--- src/hdl/owt_pkg.sv ---
package owt_pkg;

   typedef enum logic [4:0] {
      KIND_LBRACE   = 5'd0,
      KIND_RBRACE   = 5'd1,
      KIND_LPAREN   = 5'd2,
      KIND_RPAREN   = 5'd3,
      KIND_GT       = 5'd4,
      KIND_GE       = 5'd5,
      KIND_LT       = 5'd6,
      KIND_LE       = 5'd7,
      KIND_ASSIGN   = 5'd8,
      KIND_EQ       = 5'd9,
      KIND_NOT      = 5'd10,
      KIND_NE       = 5'd11,
      KIND_PLUS     = 5'd12,
      KIND_MINUS    = 5'd13,
      KIND_STAR     = 5'd14,
      KIND_SLASH    = 5'd15,
      KIND_PERCENT  = 5'd16,
      KIND_SEMI     = 5'd17,
      KIND_AND      = 5'd18,
      KIND_OR       = 5'd19,
      KIND_WORDCHAR = 5'd20,
      KIND_WORDEND  = 5'd21,
      KIND_END      = 5'd22,
      KIND_ERROR    = 5'd23
   } token_kind_type;

   typedef struct packed {
      logic [7:0] ch;
      logic       is_end;
   } owt_req_type;

   typedef struct packed {
      logic [4:0] token_kind;
      logic [7:0] char_value;
      logic       last;
   } owt_rsp_type;

   typedef struct packed {
      logic [1:0]  count;
      owt_rsp_type r0;
      owt_rsp_type r1;
   } owt_set_type;

endpackage

--- src/hdl/owt_lexer.sv ---
module owt_lexer (
   input  logic                 clock,
   input  logic                 reset,
   input  logic                 take,
   input  owt_pkg::owt_req_type item,
   output owt_pkg::owt_set_type results
);
   import owt_pkg::*;

   typedef enum logic [2:0] {
      PEND_NONE = 3'd0,
      PEND_GT   = 3'd1,
      PEND_LT   = 3'd2,
      PEND_EQ   = 3'd3,
      PEND_BANG = 3'd4,
      PEND_AMP  = 3'd5,
      PEND_BAR  = 3'd6
   } pend_type;

   typedef struct packed {
      pend_type    pend;
      logic        in_word;
      logic        err;
      owt_set_type set;
   } work_type;

   localparam logic [7:0] CH_EQ  = 8'h3D;
   localparam logic [7:0] CH_AMP = 8'h26;
   localparam logic [7:0] CH_BAR = 8'h7C;
   localparam logic [7:0] CH_NUL = 8'h00;

   pend_type pend_ff, pend_in;
   logic     in_word_ff, in_word_in;
   logic     err_hold_ff, err_hold_in;
   work_type w;

   function automatic logic is_alnum(logic [7:0] c);
      return (c >= 8'h30 && c <= 8'h39) || (c >= 8'h61 && c <= 8'h7A) ||
             (c >= 8'h41 && c <= 8'h5A);
   endfunction

   function automatic logic is_space(logic [7:0] c);
      return (c == 8'h20) || (c >= 8'h09 && c <= 8'h0D);
   endfunction

   function automatic logic is_simple(logic [7:0] c);
      return (c == 8'h7B) || (c == 8'h7D) || (c == 8'h28) || (c == 8'h29) ||
             (c == 8'h2B) || (c == 8'h2D) || (c == 8'h2A) || (c == 8'h2F) ||
             (c == 8'h25) || (c == 8'h3B);
   endfunction

   function automatic token_kind_type simple_kind(logic [7:0] c);
      case (c)
         8'h7B:   return KIND_LBRACE;
         8'h7D:   return KIND_RBRACE;
         8'h28:   return KIND_LPAREN;
         8'h29:   return KIND_RPAREN;
         8'h2B:   return KIND_PLUS;
         8'h2D:   return KIND_MINUS;
         8'h2A:   return KIND_STAR;
         8'h2F:   return KIND_SLASH;
         8'h25:   return KIND_PERCENT;
         8'h3B:   return KIND_SEMI;
         default: return KIND_ERROR;
      endcase
   endfunction

   function automatic pend_type pend_code(logic [7:0] c);
      case (c)
         8'h3E:   return PEND_GT;
         8'h3C:   return PEND_LT;
         CH_EQ:   return PEND_EQ;
         8'h21:   return PEND_BANG;
         CH_AMP:  return PEND_AMP;
         CH_BAR:  return PEND_BAR;
         default: return PEND_NONE;
      endcase
   endfunction

   function automatic token_kind_type combined_kind(pend_type p);
      case (p)
         PEND_GT:   return KIND_GE;
         PEND_LT:   return KIND_LE;
         PEND_EQ:   return KIND_EQ;
         PEND_BANG: return KIND_NE;
         default:   return KIND_ERROR;
      endcase
   endfunction

   function automatic work_type emit(work_type wi, token_kind_type k, logic [7:0] cv);
      work_type    wo;
      owt_rsp_type r;
      wo           = wi;
      r.token_kind = k;
      r.char_value = cv;
      r.last       = 1'b0;
      if (wo.set.count == 2'd0) begin
         wo.set.r0 = r;
      end else if (wo.set.count == 2'd1) begin
         wo.set.r1 = r;
      end
      if (wo.set.count != 2'd2) begin
         wo.set.count = wo.set.count + 2'd1;
      end
      return wo;
   endfunction

   function automatic work_type flush(work_type wi);
      work_type wo;
      pend_type p;
      wo      = wi;
      p       = wi.pend;
      wo.pend = PEND_NONE;
      case (p)
         PEND_GT:   wo = emit(wo, KIND_GT, CH_NUL);
         PEND_LT:   wo = emit(wo, KIND_LT, CH_NUL);
         PEND_EQ:   wo = emit(wo, KIND_ASSIGN, CH_NUL);
         PEND_BANG: wo = emit(wo, KIND_NOT, CH_NUL);
         PEND_AMP: begin
            wo     = emit(wo, KIND_ERROR, CH_AMP);
            wo.err = 1'b1;
         end
         PEND_BAR: begin
            wo     = emit(wo, KIND_ERROR, CH_BAR);
            wo.err = 1'b1;
         end
         default: wo.pend = PEND_NONE;
      endcase
      return wo;
   endfunction

   function automatic work_type take_byte(work_type wi, logic [7:0] c);
      work_type wo;
      wo = wi;
      if (wo.in_word && !is_alnum(c)) begin
         wo         = emit(wo, KIND_WORDEND, CH_NUL);
         wo.in_word = 1'b0;
      end
      if (!is_space(c)) begin
         priority if (is_simple(c)) begin
            wo = emit(wo, simple_kind(c), CH_NUL);
         end else if (pend_code(c) != PEND_NONE) begin
            wo.pend = pend_code(c);
         end else if (is_alnum(c)) begin
            wo         = emit(wo, KIND_WORDCHAR, c);
            wo.in_word = 1'b1;
         end else begin
            wo     = emit(wo, KIND_ERROR, c);
            wo.err = 1'b1;
         end
      end
      return wo;
   endfunction

   always_comb begin
      w.pend    = pend_ff;
      w.in_word = in_word_ff;
      w.err     = err_hold_ff;
      w.set     = '0;
      if (take) begin
         if (item.is_end) begin
            if (!w.err) begin
               if (w.pend != PEND_NONE) begin
                  w = flush(w);
               end else if (w.in_word) begin
                  w = emit(w, KIND_WORDEND, CH_NUL);
               end
            end
            w         = emit(w, KIND_END, CH_NUL);
            w.pend    = PEND_NONE;
            w.in_word = 1'b0;
            w.err     = 1'b0;
         end else if (!w.err) begin
            if (w.pend != PEND_NONE) begin
               priority if ((w.pend == PEND_GT || w.pend == PEND_LT || w.pend == PEND_EQ ||
                             w.pend == PEND_BANG) && item.ch == CH_EQ) begin
                  w      = emit(w, combined_kind(w.pend), CH_NUL);
                  w.pend = PEND_NONE;
               end else if (w.pend == PEND_AMP && item.ch == CH_AMP) begin
                  w      = emit(w, KIND_AND, CH_NUL);
                  w.pend = PEND_NONE;
               end else if (w.pend == PEND_BAR && item.ch == CH_BAR) begin
                  w      = emit(w, KIND_OR, CH_NUL);
                  w.pend = PEND_NONE;
               end else begin
                  w = flush(w);
                  if (!w.err) begin
                     w = take_byte(w, item.ch);
                  end
               end
            end else begin
               w = take_byte(w, item.ch);
            end
         end
         if (w.set.count == 2'd1) begin
            w.set.r0.last = 1'b1;
         end else if (w.set.count == 2'd2) begin
            w.set.r1.last = 1'b1;
         end
      end
   end

   assign pend_in     = w.pend;
   assign in_word_in  = w.in_word;
   assign err_hold_in = w.err;
   assign results     = w.set;

   always_ff @(posedge clock) begin
      if (reset) begin
         pend_ff     <= PEND_NONE;
         in_word_ff  <= 1'b0;
         err_hold_ff <= 1'b0;
      end else begin
         pend_ff     <= pend_in;
         in_word_ff  <= in_word_in;
         err_hold_ff <= err_hold_in;
      end
   end

endmodule

--- src/hdl/operator_word_tokenizer_top.sv ---
// Streaming tokenizer: one source byte, or an end marker, is taken per transfer and
// turned into zero, one or two token results, with one character of lookahead for
// the two-character operators. The block takes one item per cycle. Results wait in
// a two-entry output queue, and a new item is taken only when that queue will be
// empty at the clock edge, so an item that yields two results, or a stalled result
// side, holds the input until the queue has drained.
module operator_word_tokenizer_top (
   input  logic                 clock,
   input  logic                 reset,
   input  logic                 req_valid,
   output logic                 req_stall,
   input  owt_pkg::owt_req_type req_data,
   output logic                 rsp_valid,
   input  logic                 rsp_stall,
   output owt_pkg::owt_rsp_type rsp_data
);
   import owt_pkg::*;

   logic [1:0]  count_ff, count_in;
   owt_rsp_type slot0_ff, slot0_in;
   owt_rsp_type slot1_ff, slot1_in;
   logic        req_take;
   logic        rsp_take;
   owt_set_type lex_set;

   assign rsp_valid = (count_ff != 2'd0);
   assign rsp_take  = rsp_valid && !rsp_stall;
   assign req_stall = !((count_ff == 2'd0) || (count_ff == 2'd1 && rsp_take));
   assign req_take  = req_valid && !req_stall;
   assign rsp_data  = slot0_ff;

   owt_lexer u_lexer (
      .clock   (clock),
      .reset   (reset),
      .take    (req_take),
      .item    (req_data),
      .results (lex_set)
   );

   always_comb begin
      if (req_take) begin
         count_in = lex_set.count;
         slot0_in = lex_set.r0;
         slot1_in = lex_set.r1;
      end else if (rsp_take) begin
         count_in = count_ff - 2'd1;
         slot0_in = slot1_ff;
         slot1_in = slot1_ff;
      end else begin
         count_in = count_ff;
         slot0_in = slot0_ff;
         slot1_in = slot1_ff;
      end
   end

   always_ff @(posedge clock) begin
      if (reset) begin
         count_ff <= 2'd0;
      end else begin
         count_ff <= count_in;
      end
   end

   always_ff @(posedge clock) begin
      slot0_ff <= slot0_in;
      slot1_ff <= slot1_in;
   end

endmodule

--- config.mk ---
export PLATFORM = sky130hd
export DESIGN_NAME = operator_word_tokenizer_top
export DESIGN_NICKNAME = d
export VERILOG_FILES = /design/src/hdl/owt_pkg.sv /design/src/hdl/owt_lexer.sv /design/src/hdl/operator_word_tokenizer_top.sv
export SDC_FILE = /design/constraint.sdc
export NUM_CORES = 1
export LEC_CHECK = 0
export BUFFER_PORTS_ARGS = -buffer_cell sky130_fd_sc_hd__buf_4
export CORE_ASPECT_RATIO = 1.2
export CORE_MARGIN = 2
export CORE_UTILIZATION = 61
export DETAILED_ROUTE_END_ITERATION = 8
export PLACE_DENSITY_LB_ADDON = 0.12
export SETUP_SLACK_MARGIN = 0.15
export SLEW_MARGIN = 0
export SYNTH_ARGS = -nofsm -noshare
export SYNTH_HDL_FRONTEND = slang
export SYNTH_SLANG_ARGS = --single-unit
--- constraint.sdc ---
create_clock -name clock -period 3.7 [get_ports clock]
set_clock_uncertainty 0.2 [all_clocks]
set_input_delay 0.185 -clock clock [delete_from_list [all_inputs] [get_ports clock]]
set_output_delay 0.185 -clock clock [all_outputs]
set_load 0.01 [all_outputs]
==> summary.txt, run 1 <==
Detailed routing
  • DR pass1 iterations: 9
  • Via count: 3486
  • Drc violations: 0
  • Vias per cell: roughly 7.3
  • WL final: around 10000 um
  • Routed wire length per instance: between 20 and 25 um
  • Post-DRT Antenna Nets: 0
  • Initial DRC Count: 584

Clock network
  • Worst skew pair latency: 300 ps
  • H-Tree Depth: 2
  • Clk slew on worst S/H paths: 80 ps
  • Hold-fix buffers, CTS: 2
  • Cts bufs inserted: 5
  • CTS tree: done
  • Post-CTS Setup Bufs: 0
  • Clk buf depth: 2
  • Clock Tree Root: clkbuf_8
  • CTS resizes: 0
  • # clock sinks: 35

Logic synthesis
  • Synth Warn #: 0
  • Synth Area per Inst: 8.10 sq um
  • #FFs+latches synth: 35
  • Most frequent cells after synthesis: 34 x nand2_1, 34 x nor2_1, 28 x edfxtp_1
  • Post-Syn Instances: 394
  • Post-synth top area share: 0.263
  • Synth area leader: edfxtp_1
  • Cell area after synthesis: 3190 sq um
  • Largest cells by area after synthesis: edfxtp_1 26%, dfxtp_1 4.4%, nand2_1 4.0%
  • Ys async rst share: 0
  • Post-synth EDFFs: 28
  • Syn_nets: 414
  • Seq/Total Area, Yosys: 0.307
  • Top FF cell, synth: edfxtp_1
  • Netlist cell types: 76

Die
  • Initial core utilization: 0.642
  • Die Ht: 83.3 um
  • Die width: 70.0 um
  • Die Footprint: 5830 sq um
  • IO Count: 29
  • Core area: ~5000 sq um
  • Site Rows: 28

Placement
  • Placed Area: about 3400 sq um
  • Hpwl dp: 7680 um
  • Port Buf Inserts: 28
  • GPL Wtd Cong: around 1.0

Setup path
  • Critical path required time: 3550 ps
  • R2R setup slack: 550 ps
  • Worst-path maximum fanout: 16
  • Worst r2r src: u_lexer.pend_ff[0]$_SDFFE_PP0P_
  • Reg2Reg Depth: 8
  • Crit. End Element: register
  • Worst setup SP type: register
  • Setup Crit Path Kind: register to register
  • RR Endpoint: rsp_data[10]$_DFFE_PP_
  • Critical Path End: rsp_data[10]$_DFFE_PP_
  • CP Launch Point: u_lexer.pend_ff[0]$_SDFFE_PP0P_
  • Crit path DAT: 3000 ps

Layout
  • Share of cells above drive strength 1: 0.168
  • Antenna diodes: 0
  • Final instance area: 3560 sq um
  • Layout Area Growth over Synthesis: 11.6%
  • FILL cells: roughly 400
  • Final nets: 435

GRT
  • First-pass GRT wire length: 16700 um
  • Antenna violations before repair: 0
  • Global route overflow: 0
  • Total global-route track usage: 0.362
  • Vias in the first global route: approximately 3.2k
  • Largest net degree at the start of global routing: 26

STA
  • Setup tns final: 0 ps
  • Fin crit share: 0.850
  • Final Critical Period: roughly 3100 ps
  • Fin. max-slew vios: 0
  • Worst Tran Pin Value: 850 ps
  • Unrepaired setup endpoints after global routing: false
  • Hold_ws: ~78 ps
  • Final hold violation count: 0
  • Relative slew margins: 0.426
  • Final Setup Violations: 0
  • Fmax: 0.318 GHz

Power and ir drop
  • Leak: about 1.4 nW
  • Power density over the cells: between 400 and 500 nW/um^2
  • Max VDD drop: between 0.2 and 0.3 mV

Flow run
  • Maxcap violations: 0

Status
  • Run status: completed

Min path
  • Tightest Hold Check Type: input pin to register
where the power goes:
| part | leakage (nW) | total (W) | internal [W] | switching, W |
|---|---|---|---|---|
| sequential | 0.334 | 0.000634 | 0.000581 | 0.0000529 |
| clock | 0.0581 | 0.000363 | 0.000201 | 0.000162 |
| combinational | 0.996 | 0.000715 | 0.000286 | 0.000429 |
placed cells by master, fill, tap and decap left out, types with 8 or more instances in the layout:
cell type,count
a21oi_1,25
a31oi_1,14
and2_1,11
buf_4,42
edfxtp_1,28
inv_1,16
nand2_1,34
nand3_1,11
nand4_1,9
nor2_1,34
nor3_1,8
o21ai_0,21
per-layer routing:
layer  up-vias  share of wire  GRT usage
met2       302           0.44      0.533
met5         -              0          0
li1       1546              -          -
met1      1570           0.38      0.495
met3        68           0.12     0.0934
met4         0          0.062      0.168
logic make-up (layout without fill, tap and decap cells):
kind of cell / after synthesis / in the layout / share of synthesized area
fa+ha+maj: 7 / 7 / 0.0274
xor+xnor: 6 / 6 / 0.0165
mux: 2 / 2 / 0.00627
flops: 35 / 35 / 0.307
compound gates: 142 / 142 / 0.317
buf+inv: 49 / 71 / 0.0705
simple gates: 153 / 153 / 0.255
critical path, cell delays in order (launching register included):
cell      delay [ps]
dfxtp_1          460
or3_1            450
and2_1           230
inv_1            100
ha_1             430
and3_1           260
o211ai_1          90
a221o_1          370
a221o_1          320
state kept, by name, indices dropped and copies added, names as in the netlist:
register	cells
count_ff	2
rsp_data	14
u_lexer.in_word_ff	1
slot1_ff	14
u_lexer.pend_ff	3
u_lexer.err_hold_ff	1
metrics by stage:
stage / instances / utilization / setup slack (ps) / power, W
after floorplan: 394 / - / 666 / 0.00106
after global placement: 466 / 0.690 / 497 / 0.00132
after detailed placement: 466 / 0.690 / 418 / 0.00134
after CTS: 476 / 0.717 / 590 / 0.00169
after global routing: 476 / 0.717 / 417 / 0.00180
final: 476 / 0.717 / 553 / 0.00171
area by class of cell:
| type | instances | area [sq um] | area share |
|---|---|---|---|
| Inverter | 19 | 73.8 | 0.0207 |
| Sequential cell | 35 | 981 | 0.275 |
| Multi-Input combinational cell | 310 | 1990 | 0.557 |
| Tap cell | 60 | 75.1 | 0.0211 |
| Clock buffer | 5 | 68.8 | 0.0193 |
| Timing Repair Buffer | 44 | 335 | 0.0941 |
| Clock inverter | 3 | 43.8 | 0.0123 |
worst min-delay path by stage:
stage	from	endpoint	cells past startpoint
after floorplan	reset	u_lexer.pend_ff[0]$_SDFFE_PP0P_	1
after global placement	reset	u_lexer.pend_ff[1]$_SDFFE_PP0P_	2
after detailed placement	reset	u_lexer.pend_ff[1]$_SDFFE_PP0P_	2
after CTS	req_data[4]	slot1_ff[4]$_SDFFCE_PP0P_	2
after global routing	req_data[6]	slot1_ff[6]$_SDFFCE_PP0P_	2
final	req_data[4]	slot1_ff[4]$_SDFFCE_PP0P_	2
No activity file was read; power rests on OpenSTA's default activity.
==> inputs of run 2 (changes only) <==
- CORE_UTILIZATION: 61 -> 50
==> run 2 against run 1 <==
Compared with the run above: worst hold slack got worse by 6.0 ps; total power decreased by 0.92%; combinational power decreased by 1%; cell area is 1.6% higher; sequential share of layout area down 0.44 points; via count fell by 3.8%; global-route usage fell by 5.1 points; critical path type unchanged; critical endpoint unchanged; largest power group unchanged.
==> summary.txt, run 2 (same netlist as run 1, synthesis figures left out) <==
Status
  • Run status: completed

Die
  • Initial core utilization: 0.524
  • Die width: ~77 um
  • IO Count: 29
  • Die Footprint: 7040 sq um
  • Core area: 6090 sq um
  • Site Rows: 31
  • Die Ht: about 92 um

Clock network
  • Clock Tree Root: clkbuf_8
  • Clk buf depth: 2
  • Worst skew pair latency: 300 ps
  • CTS resizes: 0
  • Clk slew on worst S/H paths: ~90 ps
  • H-Tree Depth: 2
  • # clock sinks: 35
  • Cts bufs inserted: 5
  • CTS tree: done

STA
  • Fmax: 0.324 GHz
  • Final hold violation count: 0
  • Setup WS post-layout: 617 ps
  • Worst Tran Pin Value: around 700 ps
  • Relative slew margins: 0.528
  • Fin. max-slew vios: 0
  • Final Critical Period: roughly 3000 ps
  • Unrepaired setup endpoints after global routing: false
  • Final Setup Violations: 0
  • Fin crit share: 0.833
  • Setup tns final: 0 ps

Detailed routing
  • Initial DRC Count: roughly 450
  • Vias per cell: 6.68
  • WL final: ~11000 um
  • Via count: 3354
  • Post-DRT Antenna Nets: 0
  • Drc violations: 0
  • DR pass1 iterations: 6
  • Routed wire length per instance: 21.2 um

GRT
  • Antenna violations before repair: 0
  • Largest net degree at the start of global routing: 27
  • First-pass GRT wire length: about 17000 um
  • Global route overflow: 0
  • Total global-route track usage: 0.311
  • Vias in the first global route: 3066

Placement
  • Pre-CTS setup slack: 505 ps
  • GPL Wtd Cong: 1.04
  • Port Buf Inserts: 28
  • Hpwl dp: approximately 8000 um

Setup path
  • Crit path DAT: 2930 ps
  • Crit. End Element: register
  • Setup Crit Path Kind: register to register
  • Critical path required time: 3550 ps
  • Worst setup SP type: register
  • Worst-path maximum fanout: 16

Layout
  • Final nets: between 400 and 500
  • Antenna diodes: 0
  • Most common cell after layout, fill and taps aside: buf_4
  • Commonest non-fill, non-tap cells in the layout: 46 x buf_4, 34 x nor2_1, 34 x nand2_1
  • Register area: 981 sq um
  • FILL cells: 551
  • Share of cells above drive strength 1: 0.176
  • Multi-input gate area: slightly below 2000 sq um
  • Layout Area Growth over Synthesis: 13.4%

Power and ir drop
  • Power density over the cells: 468 nW/um^2
  • Max VDD drop: ~0.28 mV
  • Leak: 1.41 nW

Flow run
  • Maxcap violations: 0

Min path
  • Tightest Hold Check Type: input pin to register
[run 2: changes by cell type in the layout (fill, tap and decap cells not counted), sizes merged]
cell,delta
buf,+4
[run 2: repair_timing]
item	in CTS	in global routing
hold endpoints to repair	6	0
setup buffers	0	0
hold buffers	2	0
[run 2: per-stage QoR]
step	util	hold WS, ps	total power, W	instances	instance area [sq um]
3_5_place_dp	0.573	237	0.00133	492	3490
6_report	0.595	71.6	0.00170	502	3620
4_1_cts	0.595	67.2	0.00169	502	3620
3_3_place_gp	0.573	234	0.00133	492	3490
5_1_grt	0.595	90.8	0.00178	502	3620
2_1_floorplan	-	54.1	0.00106	394	3190
[run 2: per-layer routing]
| metal | vias up | wire (um) | GRT usage |
|---|---|---|---|
| li1 | 1551 | - | - |
| met2 | 201 | 4910 | 0.485 |
| met4 | 0 | 361 | 0.133 |
| met1 | 1566 | 4350 | 0.428 |
| met5 | - | 0 | 0 |
| met3 | 36 | 1050 | 0.0457 |
[run 2: power by group]
group	leakage, nW	internal [W]	switching, W	total [W]
registers	0.334	0.000580	0.0000486	0.000629
clock network	0.0581	0.000201	0.000160	0.000361
logic	1.01	0.000285	0.000421	0.000707
[run 2: final cells by class]
cell class                 instances  share of cell area
sequential                        35               0.271
clock inverter                     3              0.0121
timing repair buffer              48               0.101
tap                               82              0.0283
multi-input combinational        310               0.549
inverter                          19              0.0204
clock buffer                       5              0.0190
[run 2: path summary, 6_finish.rpt]
path                            cells past startpoint                            start                        end  slack [ps]
worst max-delay path                                8  u_lexer.pend_ff[0]$_SDFFE_PP0P_     rsp_data[10]$_DFFE_PP_         620
worst max register to register                      8  u_lexer.pend_ff[0]$_SDFFE_PP0P_     rsp_data[10]$_DFFE_PP_         620
worst min register to register                      2         count_ff[1]$_SDFFE_PP0P_   count_ff[1]$_SDFFE_PP0P_         300
worst min-delay path                                2                      req_data[6]  slot1_ff[6]$_SDFFCE_PP0P_          70
[run 2: worst max-delay path: stages (launching register included)]
cell      delay, ps
dfxtp_1         470
or3_1           440
and2_1          220
inv_1            90
ha_1            400
and3_1          250
o211ai_1         90
a221o_1         350
a221o_1         310
==> inputs of run 3 (changes only) <==
- ABC_AREA: not set -> 1
- clock period: 3.7 -> 3.1 ns (I/O delays scaled with it)
==> run 3 against run 2 <==
Compared with the run above: worst hold slack worse by 43 ps; clock-buffer cell count unchanged; sequential power up 21%; wire length down 15%; total power up 48%; cell area down 2.3%.
==> summary.txt, run 3 <==
Logic synthesis
  • Post-Syn Instances: 460
  • Netlist cell types: 44
  • Post-synth EDFFs: 28
  • Syn_nets: 480
  • Largest cells by area after synthesis: edfxtp_1 27%, nand2_1 17%, nor2_1 6.6%
  • #FFs+latches synth: 35
  • Synth Area per Inst: 6.73 sq um
  • Top FF cell, synth: edfxtp_1
  • Synth Warn #: 0
  • Ys async rst share: 0
  • Synth area leader: edfxtp_1
  • Most frequent cells after synthesis: 138 x nand2_1, 54 x nor2_1, 51 x inv_1
  • Cell area after synthesis: just over 3000 sq um
  • Seq/Total Area, Yosys: 0.317
  • Post-synth top area share: 0.272
  • Cell with the most instances after synthesis: nand2_1

Layout
  • Most common cell after layout, fill and taps aside: nand2_1
  • Final nets: 515
  • Final instance area: 3540 sq um
  • Layout Area Growth over Synthesis: 14.4%
  • Antenna diodes: 0
  • Share of cells above drive strength 1: 0.181
  • Commonest non-fill, non-tap cells in the layout: 138 x nand2_1, 54 x nor2_1, 51 x inv_1
  • Fin util: 0.589

Clock network
  • CTS tree: done
  • Worst skew pair latency: 290 ps
  • Post-CTS Setup Bufs: 0
  • Cts bufs inserted: 5
  • Clk slew on worst S/H paths: 80 ps
  • Clk buf depth: 2
  • Clock Tree Root: clkbuf_8
  • H-Tree Depth: 2
  • # clock sinks: 35

GRT
  • Global route overflow: 0
  • Vias in the first global route: 2833
  • Total global-route track usage: 0.280
  • Largest net degree at the start of global routing: 18
  • First-pass GRT wire length: about 15000 um
  • Antenna violations before repair: 0

Detailed routing
  • Vias per cell: 5.52
  • Initial DRC Count: between 200 and 250
  • Via count: around 3.2k
  • Routed wire length per instance: 15.7 um
  • WL final: around 9000 um
  • DR pass1 iterations: 5
  • Post-DRT Antenna Nets: 0
  • Drc violations: 0

Setup path
  • Crit path DAT: 2510 ps
  • R2R setup slack: between 400 and 500 ps
  • Critical path required time: 2940 ps
  • Reg2Reg Depth: 14
  • CP Cell Sequence: nor2_1, nor2_1, nor2_1, nor2_1, ha_2, nor2_1, inv_1, nand2_1, o21ai_0, nand2_1, nand2_1, o21ai_1, nand2_1, nand2_1
  • Crit. End Element: register
  • Crit path largest cell delay: 480 ps
  • Setup Crit Path Kind: register to register
  • RR Endpoint: slot1_ff[13]$_SDFFCE_PN0P_
  • Slowest CP cell: ha_2
  • Worst-path maximum fanout: 15
  • Worst r2r src: u_lexer.pend_ff[0]$_SDFFE_PP0P_
  • Worst setup SP type: register

STA
  • Fmax: 0.375 GHz
  • Final Critical Period: 2660 ps
  • Relative slew margins: 0.561
  • Setup tns final: 0 ps
  • Worst Tran Pin Value: 652 ps
  • Fin. max-slew vios: 0
  • Final Setup Violations: 0
  • Final hold violation count: 0
  • Unrepaired setup endpoints after global routing: false
  • Fin crit share: 0.859

Placement
  • Port Buf Inserts: 28
  • Hpwl dp: 7290 um
  • Placed Area: 3410 sq um
  • GPL Wtd Cong: a little over 1

Power and ir drop
  • Leak: 1.75 nW
  • Max VDD drop: approximately 0.38 mV
  • Power density over the cells: roughly 700 nW/um^2

Die
  • Die Ht: 90.2 um
  • Die Footprint: ~6800 sq um
  • Die width: between 70 and 80 um
  • IO Count: 29
  • Initial core utilization: 0.515
  • Site Rows: 31
  • Core area: 6010 sq um

Min path
  • Hold_sp: req_data[8]
  • Hold depth: 2
  • WHS Endpoint: rsp_data[8]$_DFFE_PP_
  • Tightest Hold Check Type: input pin to register

Flow run
  • Maxcap violations: 0

Status
  • Run status: completed
## run 3: cell types whose count changed in the layout (fill, tap and decap cells not counted), sizes merged, moves of 11 or more
cell	change
nand2	+118
inv	+41
nor2	+26
nand3	+25
and2	-11
buf	-11
## run 3: power breakdown
part	internal, W	leakage [nW]	switching (W)
clock	0.000239	0.0581	0.000173
sequential	0.000709	0.335	0.0000507
combinational	0.000467	1.35	0.000879
total	0.00142	1.75	0.00110
## run 3: layer usage
layer	wire length [um]	track usage
met1	4070	0.404
met2	4220	0.420
met3	567	0.0460
met4	240	0.0892
met5	0	0
## run 3: cells by family (layout without fill, tap and decap cells)
family | Yosys count | after routing | synth area share
AOI/OAI and AO/OA | 76 | 76 | 0.152
and+or+nand+nor | 274 | 274 | 0.414
DFF | 35 | 35 | 0.317
adders and majority gates | 7 | 7 | 0.0283
buffers and inverters | 68 | 104 | 0.0877
## run 3: critical path: cells and delay by family (launching register included)
family                     cells  cell delay (ps)
and+or+nand+nor               10             1010
AOI/OAI and AO/OA              2              150
buffers and inverters          1              140
DFF                            1              420
adders and majority gates      1              480
## run 3: area by class of cell
class / instances / area [sq um]
flip-flops and latches: 35 / 981
clock buffers: 5 / 68.8
multi-input cells: 357 / 1840
well taps: 82 / 103
clock inverters: 3 / 43.8
fillers: 563 / 2470
inverters: 60 / 225
repair buffers: 36 / 273
## run 3: what timing repair did
item / 4_1_cts / 5_1_grt
resized for setup: 0 / 1
hold buffers: 1 / 0
endpoints found under the hold margin: 4 / 0
endpoints found under the setup margin: 0 / 20
## run 3: worst max-delay path by stage
| stage | cells past startpoint | end | startpoint |
|---|---|---|---|
| floorplan | 18 | rsp_data[11]$_DFFE_PP_ | req_data[2] |
| global placement | 14 | slot1_ff[13]$_SDFFCE_PN0P_ | u_lexer.pend_ff[0]$_SDFFE_PP0P_ |
| detailed placement | 14 | slot1_ff[13]$_SDFFCE_PN0P_ | u_lexer.pend_ff[0]$_SDFFE_PP0P_ |
| CTS | 14 | slot1_ff[13]$_SDFFCE_PN0P_ | u_lexer.pend_ff[0]$_SDFFE_PP0P_ |
| global route | 14 | slot1_ff[13]$_SDFFCE_PN0P_ | u_lexer.pend_ff[0]$_SDFFE_PP0P_ |
| finish | 14 | slot1_ff[13]$_SDFFCE_PN0P_ | u_lexer.pend_ff[0]$_SDFFE_PP0P_ |
## run 3: through the flow
stage / hold WS, ps / setup slack [ps] / power [W] / cells
2_1_floorplan: 24.1 / 784 / 0.00167 / 460
3_3_place_gp: 173 / 346 / 0.00209 / 569
3_5_place_dp: 183 / 308 / 0.00209 / 569
4_1_cts: 19.7 / 282 / 0.00251 / 578
5_1_grt: 19.0 / 166 / 0.00272 / 578
6_report: 28.9 / 436 / 0.00252 / 578
